[src/sv/frot_pkg.sv]
// shared types and constants for the frame rotator
// no dependencies

package frot_pkg;

  localparam int MAX_WIDTH   = 128;
  localparam int MAX_HEIGHT  = 128;
  localparam int STORE_DEPTH = MAX_WIDTH * MAX_HEIGHT;
  localparam int ADDR_W      = $clog2(STORE_DEPTH);
  localparam int COUNT_W     = $clog2(STORE_DEPTH + 1);
  localparam int COORD_W     = $clog2(MAX_WIDTH > MAX_HEIGHT ? MAX_WIDTH : MAX_HEIGHT);
  localparam int SIZE_W      = 8;
  localparam int PIX_W       = 24;

  // request opcodes
  localparam logic OP_LOAD  = 1'b0;
  localparam logic OP_FETCH = 1'b1;

  // configuration register indexes
  localparam logic [1:0] REG_WIDTH  = 2'd0;
  localparam logic [1:0] REG_HEIGHT = 2'd1;
  localparam logic [1:0] REG_MODE   = 2'd2;

  // rotation codes
  localparam logic [1:0] ROT_NONE = 2'd0;
  localparam logic [1:0] ROT_90   = 2'd1;
  localparam logic [1:0] ROT_180  = 2'd2;
  localparam logic [1:0] ROT_270  = 2'd3;

  typedef struct packed {
    logic load;    // write the request pixel into the store
    logic fetch;   // latch address and step the readout position
    logic nready;  // latch a not-ready result
    logic rd;      // read the store at the latched address
  } frot_cmd_t;

  typedef struct packed {
    logic readout;  // frame complete, fetches are served
  } frot_stat_t;

endpackage

[src/sv/frot_ctrl.sv]
// controller state machine of the frame rotator
// depends on frot_pkg

module frot_ctrl (
  input  logic                clk,
  input  logic                rst,
  input  logic                start,
  input  logic                op,
  input  frot_pkg::frot_stat_t stat,
  output frot_pkg::frot_cmd_t  cmd,
  output logic                busy,
  output logic                done
);
  import frot_pkg::*;

  localparam logic [1:0] ST_IDLE   = 2'd0;
  localparam logic [1:0] ST_READ   = 2'd1;
  localparam logic [1:0] ST_RESULT = 2'd2;

  logic [1:0] state;
  logic [1:0] state_next;

  always_comb begin
    state_next = state;
    cmd        = '0;
    unique case (state)
      ST_IDLE: begin
        if (start) begin
          if (op == OP_LOAD) begin
            cmd.load = 1'b1;
          end else if (stat.readout) begin
            cmd.fetch  = 1'b1;
            state_next = ST_READ;
          end else begin
            cmd.nready = 1'b1;
            state_next = ST_RESULT;
          end
        end
      end
      ST_READ: begin
        cmd.rd     = 1'b1;
        state_next = ST_RESULT;
      end
      ST_RESULT: begin
        state_next = ST_IDLE;
      end
      default: begin
        state_next = ST_IDLE;
      end
    endcase
  end

  always_ff @(posedge clk) begin
    if (rst) begin
      state <= ST_IDLE;
    end else begin
      state <= state_next;
    end
  end

  assign busy = (state != ST_IDLE);
  assign done = (state == ST_RESULT);

endmodule

[config.mk]
export PLATFORM = sky130hd
export DESIGN_NAME = frot_ctrl
export DESIGN_NICKNAME = d
export VERILOG_FILES = /design/src/sv/frot_pkg.sv /design/src/sv/frot_ctrl.sv
export SDC_FILE = /design/constraint.sdc
export NUM_CORES = 1
export LEC_CHECK = 0
export BUFFER_PORTS_ARGS = -buffer_cell sky130_fd_sc_hd__buf_2
export CORE_AREA = 2 2 39 41
export CTS_CLUSTER_DIAMETER = 150
export DETAILED_ROUTE_END_ITERATION = 7
export DIE_AREA = 0 0 41 43
export SLEW_MARGIN = 20
export SYNTH_ARGS = -nofsm -noshare
export SYNTH_HDL_FRONTEND = slang
export SYNTH_SLANG_ARGS = --single-unit
[constraint.sdc]
create_clock -name clk -period 0.9 [get_ports clk]
set_input_delay 0.225 -clock clk [delete_from_list [all_inputs] [get_ports clk]]
set_output_delay 0.225 -clock clk [all_outputs]
set_load 0.1 [all_outputs]
==> metrics.txt, run 1 <==
Synth cell types=10; Ant. Diodes=0; Core ar.=1380 um^2; most frequent cells in the layout=buf_12 (6), buf_4 (5), buf_2 (4); site row count=14; most common cell after layout, fill and taps aside=buf_12; worst rel slew slack=0.875; # IOs=11; Yosys Warn Count=0; antenna violations before repair=0; WL final=444 um; synth-to-layout area growth=277%; reg-to-reg critical path startpoint=state[0]$_SDFFE_PP0P_; clock buffer depth=2; vias per inst=3.45; WS Path Type=reg -> out; Req. time, crit path=0.67 ns; DRC viols=0; Pleak=0.179 nW; via count of the first global-routing pass=207; HP Start=rst; Starting Density=0.0832; Port Buffer Count=10; final setup violation count=6; Max Cap Viol=0; CTS clk-pin slew, worst paths=0.03 ns; drt initial violations=5; post-synthesis cell area=115 um^2; DRT Pass-1 Iters=2; Num CTS Buffers=3; Vias=176; Die Height=43 um; failing checks=setup timing; status=complete, but fails checks; Hold EP=state[1]$_SDFFE_PP0P_; top flop regs=state (2); hold path cells=2; H-tree Lvls=1; DP Worst Slack=-0.323 ns; setup TNS=-2.62 ns; Most flops, register=state; P per Cell Area=1220 nW/um^2; Fin. Hold Viols=0; total gr overflow=0; first-pass GRT wire length=772 um; hpwl dp=354 um; actual slew at the worst max-slew pin=0.187 ns; WP data arrival=1.21 ns; GPL Wtd Cong=0.607; CP Launch Type=flop; critical path fanouts, max=3; nets=42; Root Driver=clkbuf_4; fin. max-slew vios=0; Avg Inst Size Synth=8.22 um^2; reg2reg end=state[1]$_SDFFE_PP0P_; layout cell share with drive strength beyond 1=0.914; gate count of the mapped netlist=14; crit end category=primary output; slack of the critical path=-0.538 ns; DIE AREA=1760 um^2; chip width=41 um; VDD IR max=0.507 mV; Syn Nets=19; period utilization=1.60; register bit total from synthesis=2; sequential area share after synthesis=0.348; Max Freq=0.695 GHz; Area after DPL=364 um^2; post-route cell area=434 um^2; Routed Antenna Nets=0; total clock sinks=2; largest net degree at the start of global routing=4; cell count of the worst reg-to-reg path=4; worst hold-check path type=in -> reg; TritonCTS clock tree=built; max FFs per register=2; critical path startpoint=state[1]$_SDFFE_PP0P_; setup repair after global routing missed its margin=true; Period minus WS final=1.44 ns; r2r setup slk=0.04 ns; clk_lat worst skew=0.22 ns; routed len/inst=8.71 um; clk_skew=0.00143 ns; Total GRT Usage=0.0721
[logic make-up (layout without fill, tap and decap cells)]
| logic type | Yosys count | in the layout | share of synthesized area |
|---|---|---|---|
| flops | 2 | 2 | 0.348 |
| compound gates | 1 | 1 | 0.0652 |
| simple gates | 9 | 9 | 0.522 |
| buf+inv | 2 | 23 | 0.0652 |
[power by group]
part	internal (W)	leakage [nW]	switching (W)	total (W)
Sequential	0.0000931	0.0172	0.00000262	0.0000957
Combinational	0.000100	0.148	0.000138	0.000238
Clock	0.000147	0.0138	0.0000488	0.000196
[critical path, cell delays in order (launching register included)]
cell and delay [ns]:
dfxtp_2 0.32, or2_4 0.26, nor3b_4 0.21, buf_12 0.20
[area by class of cell]
cell class                      count  area [um^2]
Fill cell                         145          950
Clock buffer                        3         22.5
Tap cell                           16         20.0
Inverter                            2         10.0
Sequential cell                     2         42.5
Multi-Input combinational cell     10          128
Timing Repair Buffer               18          211
[synthesized netlist by cell type (all sizes together)]
cell type,n,area (um^2)
inv,2,7.51
nor2b,1,6.26
nand4bb,1,11.3
or2,1,6.26
nor2,3,11.3
dfxtp,2,40.0
nand3b,1,7.51
nor3,1,5.00
a211oi,1,7.51
nor3b,1,12.5
[repair_timing]
item                                    in CTS  in global routing
hold buffers                                 0                  0
pin swaps                                    4                  3
gates resized for setup                     10                  1
endpoints found under the setup margin       8                  8
setup buffers                                2                  1
cloned                                       0                  0
[worst max path at each step]
stage / endpoint
2_1_floorplan: cmd[3]
3_3_place_gp: cmd[3]
3_5_place_dp: cmd[3]
4_1_cts: cmd[3]
5_1_grt: cmd[3]
6_report: cmd[3]
[layer usage]
metal / global-route usage / wire length [um]
met4: 0.0600 / 0
met1: 0.0511 / 124
met2: 0.119 / 295
met5: 0 / 0
met3: 0.0471 / 24
[stage by stage]
stage | power [W] | std cells | util | hold WS, ns
2_1_floorplan | 0.000221 | 14 | - | 0.294
3_3_place_gp | 0.000314 | 47 | 0.263 | 0.416
3_5_place_dp | 0.000316 | 47 | 0.263 | 0.415
4_1_cts | 0.000549 | 52 | 0.322 | 0.179
5_1_grt | 0.000568 | 51 | 0.314 | 0.187
6_report | 0.000529 | 51 | 0.314 | 0.188
No activity file was read; power rests on OpenSTA's default activity.
==> run 2, diff against run 1 <==
--- a/config.mk
+++ b/config.mk
@@ -10,6 +10,7 @@
 export CTS_CLUSTER_DIAMETER = 150
 export DETAILED_ROUTE_END_ITERATION = 7
 export DIE_AREA = 0 0 41 43
+export PLACE_DENSITY = 0.34
 export SLEW_MARGIN = 20
 export SYNTH_ARGS = -nofsm -noshare
 export SYNTH_HDL_FRONTEND = slang
==> run 2 against run 1 <==
The flow still finishes with violations (setup timing). Global-route usage about the same. Largest power group unchanged. Hold slack better by 0.0023 ns. Final area up 8.1%. Final cell count up 5.9%. Sequential share of layout area down 0.73 points. Register-to-register slack worse by 0.15 ns. Maximum frequency up 0.93%. Core utilization up 2.5 points.
==> metrics.txt, run 2 (synthesis results as in run 1) <==
status=complete, but fails checks; failing checks=setup timing; Routed Antenna Nets=0; worst rel slew slack=0.878; site row count=14; Die Height=43 um; H-tree Lvls=1; HP Start=rst; WP data arrival=1.20 ns; nets=45; Num CTS Buffers=3; clk_skew=0.00474 ns; routed len/inst=9.33 um; TritonCTS clock tree=built; Period minus WS final=1.43 ns; FILL cells=144; r2r setup slk=-0.11 ns; hpwl dp=340 um; Hold EP=state[0]$_SDFFE_PP0P_; Total GRT Usage=0.0721; DRT Pass-1 Iters=2; period utilization=1.58; post-cts hold buffer count=0; largest net degree at the start of global routing=4; Port Buffer Count=10; Pleak=0.197 nW; GPL Wtd Cong=0.610; Root Driver=clkbuf_4; Max Freq=0.702 GHz; hold path cells=2; Fin. Hold Viols=0; final setup violation count=7; total gr overflow=0; WL final=504 um; reg2reg end=state[0]$_SDFFE_PP0P_; vias per inst=3.59; layout cell share with drive strength beyond 1=0.947; area of the multi-input gates=133 um^2; most frequent cells in the layout=buf_12 (6), buf_4 (6), buf_6 (5), buf_2 (4); P per Cell Area=1150 nW/um^2; synth-to-layout area growth=308%; reg-to-reg critical path startpoint=state[1]$_SDFFE_PP0P_; Max Cap Viol=0; crit end category=primary output; actual slew at the worst max-slew pin=0.182 ns; worst hold-check path type=in -> reg; max FFs per register=2; via count of the first global-routing pass=210; DRC viols=0; antenna violations before repair=0; chip width=41 um; Layout Cells excl Fill=54; fin. max-slew vios=0; clk_lat worst skew=0.22 ns; CP Launch Type=flop; Vias=194; DIE AREA=1760 um^2; Core ar.=1380 um^2; WS Path Type=reg -> out; clock buffer depth=2; register area=42.5 um^2; dpl cells=47; top flop regs=state (2); Req. time, crit path=0.67 ns; slack of the critical path=-0.525 ns; Most flops, register=state; cell count of the worst reg-to-reg path=4; setup TNS=-2.79 ns; total clock sinks=2; VDD IR max=0.903 mV; drt initial violations=2; # IOs=11; setup repair after global routing missed its margin=true; Ant. Diodes=0; critical path fanouts, max=3; first-pass GRT wire length=834 um; CTS clk-pin slew, worst paths=0.03 ns; Starting Density=0.0832
-- run 2: cell types whose count changed in the layout (fill, tap and decap cells not counted) --
cell,change
buf_6,+2
nor3_2,+1
buf_4,+1
nor3_1,-1
-- run 2: critical path: stages, from the launching register on --
cell,delay [ns]
dfxtp_2,0.32
or2_4,0.26
nor3b_4,0.21
buf_12,0.20
-- run 2: report_power, final --
| part | leakage (nW) | switching (W) | internal (W) |
|---|---|---|---|
| Sequential | 0.0172 | 0.00000275 | 0.0000931 |
| Combinational | 0.166 | 0.000142 | 0.000110 |
| Clock | 0.0138 | 0.0000465 | 0.000147 |
-- run 2: how the worst max path moves through the flow --
stage                                startpoint  slack (ns)     end  depth (start not counted)
final                     state[1]$_SDFFE_PP0P_       -0.53  cmd[3]                          3
after global placement    state[0]$_SDFFE_PP0P_       -0.32  cmd[2]                          3
after floorplan           state[0]$_SDFFE_PP0P_       -0.91  cmd[3]                          2
after detailed placement  state[0]$_SDFFE_PP0P_       -0.32  cmd[3]                          3
after global routing      state[1]$_SDFFE_PP0P_       -0.59  cmd[3]                          3
after CTS                 state[1]$_SDFFE_PP0P_       -0.53  cmd[3]                          3
-- run 2: what timing repair did --
action / in CTS / in global routing
setup endpoints to repair: 7 / 8
resized for setup: 8 / 5
buffers inserted: 3 / 4
pin swaps: 4 / 4
-- run 2: routing by layer --
layer	vias up	track usage	part of all wire
met4	0	0.0200	0
li1	96	-	-
met2	11	0.100	0.50
met1	87	0.0892	0.38
met3	0	0.0471	0.12
met5	-	0	0
-- run 2: final cells by class --
cell class | instances | share of cell area
inverters | 2 | 0.0213
flip-flops and latches | 2 | 0.0907
well taps | 16 | 0.0427
clock buffers | 3 | 0.0480
repair buffers | 21 | 0.515
multi-input cells | 10 | 0.283
-- run 2: stage by stage --
step	cell area, um^2	util	setup WS, ns	hold slack, ns	total power (W)
5_1_grt	469	0.339	-0.593	0.186	0.000583
6_report	469	0.339	-0.525	0.190	0.000541
3_5_place_dp	364	0.263	-0.316	0.403	0.000318
4_1_cts	438	0.316	-0.534	0.178	0.000536
3_3_place_gp	364	0.263	-0.318	0.404	0.000316
2_1_floorplan	151	-	-0.909	0.294	0.000221
